**src/rtl/core/dkas_pkg.sv**
```systemverilog
// Package for the dual knob sampler: phase codes, register indexes and shared types.
`timescale 1ns / 1ps

package dkas_pkg;

    // Sampling pattern
    localparam int unsigned SAMPLES_PER_KNOB = 8;
    localparam int unsigned AVG_SHIFT        = $clog2(SAMPLES_PER_KNOB);
    localparam logic [7:0]  FULL_SCALE       = 8'hFF;

    // Field widths
    localparam int unsigned TIME_W   = 32;
    localparam int unsigned SAMPLE_W = 8;
    localparam int unsigned ACC_W    = 11;
    localparam int unsigned COUNT_W  = 4;
    localparam int unsigned CFG_IDX_W  = 2;
    localparam int unsigned CFG_DATA_W = 32;

    // Configuration register indexes
    localparam logic [CFG_IDX_W-1:0] CFG_THRESHOLD   = 2'd0;
    localparam logic [CFG_IDX_W-1:0] CFG_SHORT_WAIT  = 2'd1;
    localparam logic [CFG_IDX_W-1:0] CFG_SETTLE_WAIT = 2'd2;

    // Sequencer phase; the fourth code acts as idle
    typedef enum logic [1:0] {
        PH_IDLE  = 2'd0,
        PH_KNOB0 = 2'd1,
        PH_KNOB1 = 2'd2
    } dkas_phase_t;

    typedef struct packed {
        logic [7:0]        threshold;
        logic [TIME_W-1:0] short_wait;
        logic [TIME_W-1:0] settle_wait;
    } dkas_cfg_t;

    typedef struct packed {
        dkas_phase_t        phase;
        logic [TIME_W-1:0]  start_time;
        logic [COUNT_W-1:0] sample_count;
        logic [ACC_W-1:0]   accumulator;
        logic [7:0]         raw_kept0;
        logic [7:0]         raw_kept1;
        logic [7:0]         knob0_now;
        logic [7:0]         knob0_before;
        logic [7:0]         knob1_now;
        logic [7:0]         knob1_before;
        logic               switch_state;
    } dkas_state_t;

endpackage

```
**src/rtl/core/dkas_if.sv**
```systemverilog
// Channel interfaces of the dual knob sampler: poll requests, results, register writes.
`timescale 1ns / 1ps

interface dkas_item_if;
    logic                           valid;
    logic                           ready;
    logic [dkas_pkg::TIME_W-1:0]    now;
    logic [dkas_pkg::SAMPLE_W-1:0]  sample;

    modport source (output valid, output now, output sample, input ready);
    modport sink   (input valid, input now, input sample, output ready);
endinterface

interface dkas_result_if;
    logic       valid;
    logic       ready;
    logic       stepped;
    logic [7:0] knob0_now;
    logic [7:0] knob0_before;
    logic [7:0] knob1_now;
    logic [7:0] knob1_before;
    logic       mux_select;

    modport source (output valid, output stepped, output knob0_now, output knob0_before,
                    output knob1_now, output knob1_before, output mux_select,
                    input ready);
    modport sink   (input valid, input stepped, input knob0_now, input knob0_before,
                    input knob1_now, input knob1_before, input mux_select,
                    output ready);
endinterface

interface dkas_cfg_if;
    logic                              valid;
    logic                              ready;
    logic [dkas_pkg::CFG_IDX_W-1:0]    index;
    logic [dkas_pkg::CFG_DATA_W-1:0]   data;

    modport source (output valid, output index, output data, input ready);
    modport sink   (input valid, input index, input data, output ready);
endinterface

```
**src/rtl/core/dual_knob_adc_sampler_unit.sv**
```systemverilog
// Top level of the dual knob converter sampler.
`timescale 1ns / 1ps

// Takes one poll request per cycle as long as results are taken. A request is held in an
// input register, its state update is worked out there, and the result lands in an
// output register, which drives the result channel. While a
// result waits to be taken, one more request can enter the input register; after that
// the input stalls until the result is taken. The sequencer state (phase, timestamp,
// accumulator, kept values) advances as each request leaves the input register.
// Registers are written through the config channel, always ready, and should only be
// changed while no request is in flight.
module dual_knob_adc_sampler_unit (
    input  logic          clk,
    input  logic          rst_n,
    dkas_item_if.sink     item,
    dkas_result_if.source result,
    dkas_cfg_if.sink      cfg
);
    import dkas_pkg::*;

    dkas_cfg_t             cfg_reg;
    dkas_state_t           state_reg;
    dkas_state_t           state_next;
    logic [TIME_W-1:0]     now_reg;
    logic [SAMPLE_W-1:0]   sample_reg;
    logic                  s1_valid_reg;
    logic                  s1_valid_next;
    logic                  out_valid_reg;
    logic                  out_valid_next;
    logic                  stepped;
    logic                  advance;
    logic                  stepped_reg;

    // Handshake control
    assign advance    = s1_valid_reg && (!out_valid_reg || result.ready);
    assign item.ready = !s1_valid_reg || advance;
    assign cfg.ready  = 1'b1;

    always_comb
    begin
        s1_valid_next = s1_valid_reg;
        if (item.ready)
            s1_valid_next = item.valid;
        out_valid_next = out_valid_reg;
        if (advance)
            out_valid_next = 1'b1;
        else if (result.ready)
            out_valid_next = 1'b0;
    end

    always_ff @(posedge clk or negedge rst_n)
    begin
        if (!rst_n)
        begin
            s1_valid_reg  <= 1'b0;
            out_valid_reg <= 1'b0;
        end
        else
        begin
            s1_valid_reg  <= s1_valid_next;
            out_valid_reg <= out_valid_next;
        end
    end

    // Input register
    always_ff @(posedge clk)
    begin
        if (item.valid && item.ready)
        begin
            now_reg    <= item.now;
            sample_reg <= item.sample;
        end
    end

    // Configuration registers
    always_ff @(posedge clk or negedge rst_n)
    begin
        if (!rst_n)
            cfg_reg <= '0;
        else if (cfg.valid && cfg.ready)
        begin
            case (cfg.index)
                CFG_THRESHOLD:   cfg_reg.threshold   <= cfg.data[7:0];
                CFG_SHORT_WAIT:  cfg_reg.short_wait  <= cfg.data[TIME_W-1:0];
                CFG_SETTLE_WAIT: cfg_reg.settle_wait <= cfg.data[TIME_W-1:0];
                default:         ;
            endcase
        end
    end

    // Poll evaluation
    dkas_step u_step (
        .st      (state_reg),
        .cfg     (cfg_reg),
        .now     (now_reg),
        .sample  (sample_reg),
        .st_next (state_next),
        .stepped (stepped)
    );

    // Sequencer state
    always_ff @(posedge clk or negedge rst_n)
    begin
        if (!rst_n)
            state_reg <= '{phase: PH_IDLE, default: '0};
        else if (advance)
            state_reg <= state_next;
    end

    // Result register
    always_ff @(posedge clk)
    begin
        if (advance)
            stepped_reg <= stepped;
    end

    assign result.valid        = out_valid_reg;
    assign result.stepped      = stepped_reg;
    assign result.knob0_now    = state_reg.knob0_now;
    assign result.knob0_before = state_reg.knob0_before;
    assign result.knob1_now    = state_reg.knob1_now;
    assign result.knob1_before = state_reg.knob1_before;
    assign result.mux_select   = state_reg.switch_state;

endmodule

```
**src/rtl/core/dkas_step.sv**
```systemverilog
// Next-state logic for one poll: wait test, accumulate, average, hysteresis, quantize.
`timescale 1ns / 1ps

module dkas_step (
    input  dkas_pkg::dkas_state_t            st,
    input  dkas_pkg::dkas_cfg_t              cfg,
    input  logic [dkas_pkg::TIME_W-1:0]      now,
    input  logic [dkas_pkg::SAMPLE_W-1:0]    sample,
    output dkas_pkg::dkas_state_t            st_next,
    output logic                             stepped
);
    import dkas_pkg::*;

    logic                knob;
    logic [TIME_W-1:0]   wait_sel;
    logic [TIME_W-1:0]   deadline;
    logic [TIME_W-1:0]   elapsed;
    logic [ACC_W-1:0]    acc_sum;
    logic [COUNT_W-1:0]  count_inc;
    logic [7:0]          avg;
    logic [7:0]          kept;
    logic [7:0]          delta;
    logic                take;
    logic [7:0]          chosen;
    logic [7:0]          quant;

    // Wait test: signed difference to deadline must be positive
    assign knob     = (st.phase == PH_KNOB0) || (st.phase == PH_KNOB1);
    assign wait_sel = (knob && (st.sample_count == '0)) ? cfg.settle_wait : cfg.short_wait;
    assign deadline = st.start_time + wait_sel;
    assign elapsed  = now - deadline;
    assign stepped  = (elapsed != '0) && !elapsed[TIME_W-1];

    // Accumulate and average
    assign acc_sum   = st.accumulator + ACC_W'(sample);
    assign count_inc = st.sample_count + COUNT_W'(1);
    assign avg       = acc_sum[AVG_SHIFT +: 8];

    // Hysteresis against the last accepted raw value, then quantize
    assign kept   = (st.phase == PH_KNOB0) ? st.raw_kept0 : st.raw_kept1;
    assign delta  = (avg > kept) ? (avg - kept) : (kept - avg);
    assign take   = delta > (cfg.threshold >> 2);
    assign chosen = take ? avg : kept;
    assign quant  = (chosen == FULL_SCALE) ? chosen : (chosen & ~cfg.threshold);

    // State update
    always_comb
    begin
        st_next = st;
        if (stepped)
        begin
            st_next.start_time = now;
            case (st.phase)
                PH_KNOB0, PH_KNOB1:
                begin
                    st_next.accumulator  = acc_sum;
                    st_next.sample_count = count_inc;
                    if (count_inc == COUNT_W'(SAMPLES_PER_KNOB))
                    begin
                        st_next.sample_count = '0;
                        st_next.accumulator  = '0;
                        if (st.phase == PH_KNOB0)
                        begin
                            if (take)
                                st_next.raw_kept0 = avg;
                            st_next.knob0_before = st.knob0_now;
                            st_next.knob0_now    = quant;
                            st_next.phase        = PH_KNOB1;
                            st_next.switch_state = 1'b1;
                        end
                        else
                        begin
                            if (take)
                                st_next.raw_kept1 = avg;
                            st_next.knob1_before = st.knob1_now;
                            st_next.knob1_now    = quant;
                            st_next.phase        = PH_IDLE;
                            st_next.switch_state = 1'b0;
                        end
                    end
                end
                default:
                begin
                    st_next.switch_state = 1'b0;
                    st_next.phase        = PH_KNOB0;
                end
            endcase
        end
    end

endmodule
```
**src/flat_wrapper.sv**
```systemverilog
// flat-port wrapper written by rule: the top's interface ports become plain ports
module dual_knob_adc_sampler_unit_flat import dkas_pkg::*;
  (clk, rst_n, item_valid, item_now, item_sample, item_ready, result_valid, result_stepped, result_knob0_now, result_knob0_before, result_knob1_now, result_knob1_before, result_mux_select, result_ready, cfg_valid, cfg_index, cfg_data, cfg_ready);
  dkas_item_if item_i ();
  dkas_result_if result_i ();
  dkas_cfg_if cfg_i ();
  input  logic clk;
  input  logic rst_n;
  input wire logic [$bits(item_i.valid)-1:0] item_valid;
  input wire logic [$bits(item_i.now)-1:0] item_now;
  input wire logic [$bits(item_i.sample)-1:0] item_sample;
  output wire logic [$bits(item_i.ready)-1:0] item_ready;
  output wire logic [$bits(result_i.valid)-1:0] result_valid;
  output wire logic [$bits(result_i.stepped)-1:0] result_stepped;
  output wire logic [$bits(result_i.knob0_now)-1:0] result_knob0_now;
  output wire logic [$bits(result_i.knob0_before)-1:0] result_knob0_before;
  output wire logic [$bits(result_i.knob1_now)-1:0] result_knob1_now;
  output wire logic [$bits(result_i.knob1_before)-1:0] result_knob1_before;
  output wire logic [$bits(result_i.mux_select)-1:0] result_mux_select;
  input wire logic [$bits(result_i.ready)-1:0] result_ready;
  input wire logic [$bits(cfg_i.valid)-1:0] cfg_valid;
  input wire logic [$bits(cfg_i.index)-1:0] cfg_index;
  input wire logic [$bits(cfg_i.data)-1:0] cfg_data;
  output wire logic [$bits(cfg_i.ready)-1:0] cfg_ready;
  assign item_i.valid = item_valid;
  assign item_i.now = item_now;
  assign item_i.sample = item_sample;
  assign item_ready = item_i.ready;
  assign result_valid = result_i.valid;
  assign result_stepped = result_i.stepped;
  assign result_knob0_now = result_i.knob0_now;
  assign result_knob0_before = result_i.knob0_before;
  assign result_knob1_now = result_i.knob1_now;
  assign result_knob1_before = result_i.knob1_before;
  assign result_mux_select = result_i.mux_select;
  assign result_i.ready = result_ready;
  assign cfg_i.valid = cfg_valid;
  assign cfg_i.index = cfg_index;
  assign cfg_i.data = cfg_data;
  assign cfg_ready = cfg_i.ready;
  dual_knob_adc_sampler_unit u_core (.clk(clk), .rst_n(rst_n), .item(item_i), .result(result_i), .cfg(cfg_i));
endmodule
```
**config.mk**
```make
export PLATFORM = sky130hd
export DESIGN_NAME = dual_knob_adc_sampler_unit_flat
export DESIGN_NICKNAME = d
export VERILOG_FILES = /design/src/rtl/core/dkas_pkg.sv /design/src/rtl/core/dkas_if.sv /design/src/rtl/core/dual_knob_adc_sampler_unit.sv /design/src/rtl/core/dkas_step.sv /design/src/flat_wrapper.sv
export SDC_FILE = /design/constraint.sdc
export NUM_CORES = 1
export LEC_CHECK = 0
export ABC_CLOCK_PERIOD_IN_PS = 6420
export BUFFER_PORTS_ARGS = -buffer_cell sky130_fd_sc_hd__buf_2
export CORE_ASPECT_RATIO = 1.75
export CORE_UTILIZATION = 50
export DETAILED_ROUTE_END_ITERATION = 6
export GPL_TIMING_DRIVEN = 0
export HOLD_SLACK_MARGIN = 0.06
export PLACE_DENSITY = 0.82
export REMOVE_ABC_BUFFERS = 1
export SLEW_MARGIN = 15
export SYNTH_ARGS = -nofsm -noshare
export SYNTH_HDL_FRONTEND = slang
export SYNTH_SLANG_ARGS = --single-unit
```
**constraint.sdc**
```tcl
create_clock -name clk -period 6.42 [get_ports clk]
set_input_delay 0.321 -clock clk [delete_from_list [all_inputs] [get_ports clk]]
set_output_delay 0.321 -clock clk [all_outputs]
set_load 0.005 [all_outputs]
```
**Word-level counts from Yosys, hierarchy flattened**

Cells that the tools add are included.

- Bits of input ports: 79
- Register bits: 213
- Logic and storage cells: 81
- Output and inout bits: 37

- Order comparisons: 2
- Muxes and demuxes: 19
- Add/subtract/negate cells: 6
- Reductions and logical operators: 25
- Bitwise logic cells: 3
- Equal/unequal tests: 7

Operator list:

| operator | number |
|---|---|
| 64-bit 2-to-1 mux | 1 |
| 8-bit 2-to-1 mux | 8 |
| 32-bit adder | 1 |
| 16-bit 2-to-1 mux | 2 |
| 32-bit 2-to-1 mux | 1 |
| 32-bit nonzero test | 1 |
| 32-bit subtractor | 1 |
| 8-bit subtractor | 2 |
| 6-bit AND reduction | 2 |
| 11-bit by 8-bit adder with 11-bit output | 1 |
| 5-bit AND reduction | 2 |
| 8-bit bitwise AND | 1 |
| 8-bit == test (second input constant) | 1 |
| 8-bit by 6-bit greater-than comparator with 1-bit output | 1 |
| 8-bit greater-than comparator | 1 |
| 8-bit NOT | 1 |
| 2-bit AND reduction | 4 |
| 2-bit 2-to-1 mux | 3 |
| 3-bit AND reduction | 2 |
| 4-bit by 1-bit adder with 4-bit output (second input constant) | 1 |
| 2-bit by 1-bit == test with 1-bit output (second input constant) | 2 |
| 2-bit == test (second input constant) | 2 |
| 4-bit == test (second input constant) | 1 |
| 1-bit logical AND | 4 |
| 9 further kinds | 16 |

**Longest topological paths before layout**

- Depth in word-level cells: 11
- Mapped depth: 29
- Mapped depth without buffers: 27

**By module**

Synthesis repeated with hierarchy kept, for this count alone.

- Cells, all modules: 1204
- Area total of the unflattened synthesis: 13805.7 µm²

By module, submodules not included:

| module | times used | sequential area each (µm²) | cells an instance | area an instance (µm²) |
|---|---|---|---|---|
| dual_knob_adc_sampler_unit | 1 | 5535.3 | 443 | 7882.6 |
| dkas_step | 1 | 0.0 | 761 | 5923.2 |

**Worst setup path before layout**

Ideal clock, no wire load.

- Kind: flip-flop to flip-flop
- Start point: reg u_core.state_reg[96] in the netlist's numbering
- End point: reg u_core.state_reg (netlist bit u_core.result.knob1_before[0])
- Library setup time: 0.127 ns
- Data required time: 6.293 ns
- Data arrival time: 6.256 ns
- Cell stages (with the launch flop): 23
- Clock period less this slack: 6.383 ns
- Path buffers: 3
- Setup slack: 0.037 ns
- Cells stage by stage: dfrtp_1 ha_1 nor4b_1 clkbuf_1 mux2_2 fa_1 inv_1 ha_1 or2_2 fa_1 a21o_1 a221oi_4 or4b_1 a31oi_1 o31ai_1 xnor2_1 nor4_1 nor4b_2 a311o_1 buf_2 nor4_4 buf_6 mux2_1

- Longest elaborated chain between the ends: 9
- Elaborated cells between the ends (all ways): 13
- Classes of those cells: 2 x add/sub; 2 x eq/ne; 1 x mux; 1 x bitwise; 7 x reduce/logical

RTL lines:

| item | line | RTL |
|---|---|---|
| start: declaration | dual_knob_adc_sampler_unit.sv:22 | `dkas_state_t state_reg;` |
| start signal: assignment | dual_knob_adc_sampler_unit.sv:107 | `state_reg <= state_next;` |
| 2-bit by 1-bit == test with 1-bit output / 2-bit == test (equally long branches) | dkas_step.sv:28, dkas_step.sv:53, dkas_step.sv:62 |  |
| 1-bit logical OR | dkas_step.sv:28 | `assign knob = (st.phase == PH_KNOB0) \|\| (st.phase == PH_KNOB1);` |
| 1-bit logical AND | dkas_step.sv:29 | `assign wait_sel = (knob && (st.sample_count == '0)) ? cfg.settle_wait : cfg.short_wait;` |
| 32-bit 2-to-1 mux | dkas_step.sv:29 |  |
| 32-bit adder | dkas_step.sv:30 | `assign deadline = st.start_time + wait_sel;` |
| 32-bit subtractor | dkas_step.sv:31 | `assign elapsed = now - deadline;` |
| 32-bit nonzero test / 1-bit logical NOT (equally long branches) | dkas_step.sv:32 | `assign stepped = (elapsed != '0) && !elapsed[TIME_W-1];` |
| 1-bit logical AND | dkas_step.sv:32 |  |
| 5-bit AND reduction (no source line) * | n/a |  |

Mark *: on every way between the ends. The rest lies on a longest branch, timed or not.
A chain may end at the register's enable or synchronous reset.

**Worst setup path in the final report**

- Start point: reg u_core.state_reg[97] in the netlist's numbering
- End point: reg u_core.state_reg[40] in the netlist's numbering

- Longest elaborated chain between the ends: 9
- Elaborated cells between the ends (all ways): 19
- Classes of those cells: 4 x add/sub; 2 x order compare; 2 x eq/ne; 3 x mux; 1 x bitwise; 7 x reduce/logical

RTL lines:

| item | line |
|---|---|
| 2-bit by 1-bit == test with 1-bit output / 2-bit == test (equally long branches) | n/a |
| 1-bit logical OR | dkas_step.sv:28 |
| 1-bit logical AND | dkas_step.sv:29 |
| 32-bit 2-to-1 mux | dkas_step.sv:29 |
| 32-bit adder | dkas_step.sv:30 |
| 32-bit subtractor | dkas_step.sv:31 |
| 32-bit nonzero test / 1-bit logical NOT (equally long branches) | dkas_step.sv:32 |
| 1-bit logical AND | dkas_step.sv:32 |
| 6-bit AND reduction (no source line) * | n/a |

Marks and branches as above.

==> summary.txt <==
Worst setup path
  • Critical path's top delay family: simple AND/OR/NAND/NOR gates
  • Crit. path cell count: 23
  • Worst r2r path cells: 23
  • CP Data Arrival Time: 6.67 ns
  • Worst setup EP type: register
  • CP max FO: 19
  • WP buf/inv: 6
  • Critical path type: reg -> reg
  • CP max stage cell: fa_2
  • Critical Path RT: 6.82 ns
  • Cells along the critical path: inv_2 > ha_4 > nor4b_4 > buf_6 > mux2_4 > fa_2 > inv_1 > ha_2 > or2_2 > fa_2 > a2111oi_0 > nand4b_1 > nor4_1 > o2111ai_1 > nor4_2 > nand4_1 > nor4b_4 > buf_4 > a311oi_4 > buf_6 > nand4b_1 > buf_12 > mux2_2
  • Element type at the critical path start: register
  • Delay of the slowest cell on the worst path: 0.60 ns

Die
  • Die ar.: 0.0258 mm²
  • Initial Util: 0.510
  • Die Span Y: 212 µm
  • Placement Rows: 76
  • I/O Pins: 116
  • Chip Width: between 100 and 150 µm
  • Core Area: 0.0246 mm²

Final layout
  • Design area: 0.0153 mm²
  • Nets: between 1,000 and 1,500
  • Max reg flops: 72
  • Layout area overhead: 21.5%
  • Post-Route Utilization: 0.620
  • Inserted Diodes: 0
  • Layout cells sized above 1: 0.280

Route
  • Overall via count from detail_route: 9,335
  • Starting DRT DRC Count: 491
  • Final WL: 32.7 mm
  • DRT Pass-1 Iters: 5
  • Routed Antenna Nets: 0
  • Routed len/inst: between 15 and 20 µm
  • Vias per cell: 5.71
  • Drt drc: 0

Yosys
  • Mux share of post-synthesis cell area: 0.152
  • Top_reg_cell synth: dfrtp_1
  • Compound-cell area share of the yosys netlist: 0.118
  • Main combinational cell family by area after synthesis: multiplexers
  • Asr flop ratio synth: 0.808
  • Post-synthesis simple-gate area fraction: 0.0847
  • Yosys Warn Count: 0
  • Number of synthesized register bits: roughly 210
  • Syn avg cell area: 11.1 µm²
  • Register area share after synthesis: 0.440
  • Yosys cell types: 66
  • Post-Syn Area: 0.0126 mm²
  • Synth Instances: 1,133
  • EDFF count, synth: 41
  • XOR/XNOR Fraction of Synth Area: 0.0244
  • Synth Area in Adders: 0.119

Clock network
  • Worst-Skew Late Latency: 0.52 ns
  • CTS tree: yes
  • CTS clk-pin slew, worst paths: 0.07 ns
  • Max H-tree Level: 1
  • Clock Tree Buf Depth: 3
  • Clock buffer count from CTS: 21
  • Num Clock Sinks: about 210
  • Root Driver: clkbuf_16

Run
  • Max_cap viols: 0

Timing
  • Period utilization: 0.977
  • Final Hold Viols: 0
  • Worst Tran Pin Value: between 0.9 and 1 ns
  • Peak Freq: 0.159 GHz
  • Tmin final: 6.27 ns
  • Slew headroom: 0.374
  • Fin. max-slew vios: 0
  • Clock skew: 0.0122 ns
  • Final Setup Violations: 0

Placed design
  • Placed Area: 0.0133 mm²
  • Port bufs: around 110
  • Final Wtd Congestion: 0.932
  • Post-DP HPWL: 22.8 mm

Global route
  • Initial antenna violation count: 0
  • Largest net degree at the start of global routing: 100
  • Grt total ovfl: 0
  • GRT Util Overall: 0.257
  • Via count of the first global-routing pass: 10,037
  • Global-route wire length before repair: slightly above 50 mm

Status
  • Status: finished, final reports clean

Worst hold path
  • WHS Path Cells: 3
  • Worst Hold Class: in -> reg
-- logic make-up after synthesis --
logic type	after synthesis
compound gates	232
xor+xnor	35
fa+ha+maj	99
buf+inv	169
flops	213
mux	174
other cells	1
simple gates	210
-- layout make-up --
type | instances | area, µm²
Fill cell | 1927 | 9350
Inverter | 91 | 342
Tap cell | 312 | 390
Timing Repair Buffer | 229 | 1810
Sequential cell | 213 | 5540
Clock buffer | 26 | 596
Multi-Input combinational cell | 751 | 6470
Clock inverter | 12 | 129
-- metrics by stage --
| step | setup WS, ns | hold slack [ns] | cells | setup TNS [ns] |
|---|---|---|---|---|
| 4_1_cts | 0.0223 | 0.0739 | 1624 | 0 |
| 6_report | 0.145 | 0.0904 | 1634 | 0 |
| 5_1_grt | -0.0969 | 0.0959 | 1634 | -2.72 |
| 3_3_place_gp | -9.51 | 0.459 | 1481 | -855.32 |
| 2_1_floorplan | -5.08 | 0.0254 | 1055 | -442.87 |
| 3_5_place_dp | -1.77 | 0.334 | 1496 | -114.50 |
-- cells in the mapped netlist, types with 13 or more instances --
| master | instances | area share |
|---|---|---|
| buf_4 | 34 | 0.020 |
| o21ai_0 | 87 | 0.035 |
| edfxtp_1 | 41 | 0.098 |
| fa_1 | 34 | 0.054 |
| dfrtp_1 | 172 | 0.34 |
| nor3_1 | 13 | 0.0052 |
| a21o_1 | 14 | 0.0084 |
| mux2_2 | 119 | 0.11 |
| ha_1 | 65 | 0.065 |
| nand2_1 | 75 | 0.022 |
| a21oi_1 | 48 | 0.019 |
| xnor2_1 | 21 | 0.015 |
| nand4_1 | 14 | 0.0070 |
| inv_1 | 91 | 0.027 |
| xor2_1 | 14 | 0.0098 |
| clkbuf_1 | 32 | 0.0096 |
| mux2i_1 | 43 | 0.034 |
| nor2_1 | 36 | 0.011 |
-- cells in the final DEF (no fill, tap or decap), types with 10 or more instances in the layout --
cell / n
ha_1: 56
mux2_2: 118
inv_1: 90
nor2_1: 35
buf_2: 115
nand4_1: 14
a21o_1: 14
nand2_1: 75
clkbuf_16: 23
fa_1: 31
nand3_1: 12
dlygate4sd3_1: 69
o21a_1: 10
buf_4: 26
a21oi_1: 44
dfrtp_1: 170
nor3_1: 13
xnor2_1: 20
xor2_1: 12
o41ai_1: 10
edfxtp_1: 41
mux2i_1: 41
mux2_1: 11
o21ai_0: 82
-- final timing paths --
path	from	endpoint	slack, ns
min in group asynchronous	rst_n	u_core.cfg_reg[18]	0.37
max in group asynchronous	rst_n	u_core.result.knob0_now[6]	5.14
worst min register to register	u_core.result.mux_select	u_core.result.mux_select	0.49
worst min-delay path	result_ready	u_core.result.valid	0.09
worst max-delay path	u_core.state_reg[97]	u_core.state_reg[40]	0.15
worst max register to register	u_core.state_reg[97]	u_core.state_reg[40]	0.15
-- worst min-delay path, cell delays in order --
cell and delay (ns):
buf_2 0.08, nand2b_1 0.11, nand2b_1 0.06
-- layer usage --
metal | track usage | wire [µm] | vias to the layer above
li1 | - | - | 4321
met1 | 0.252 | 11100 | 4620
met2 | 0.491 | 18200 | 267
met3 | 0.0302 | 1060 | 127
met4 | 0.173 | 2300 | 0
met5 | 0 | 0 | -
-- what timing repair did --
action,in CTS,in global routing
gates resized for setup,19,33
setup endpoints to repair,99,49
endpoints found under the hold margin,171,0
buffers inserted,20,11
pin swaps,12,17
hold buffers,69,0
cloned,2,1
Power is not shown: default switching activity piles up to over one toggle a cycle in this logic, so the estimate is an artifact.
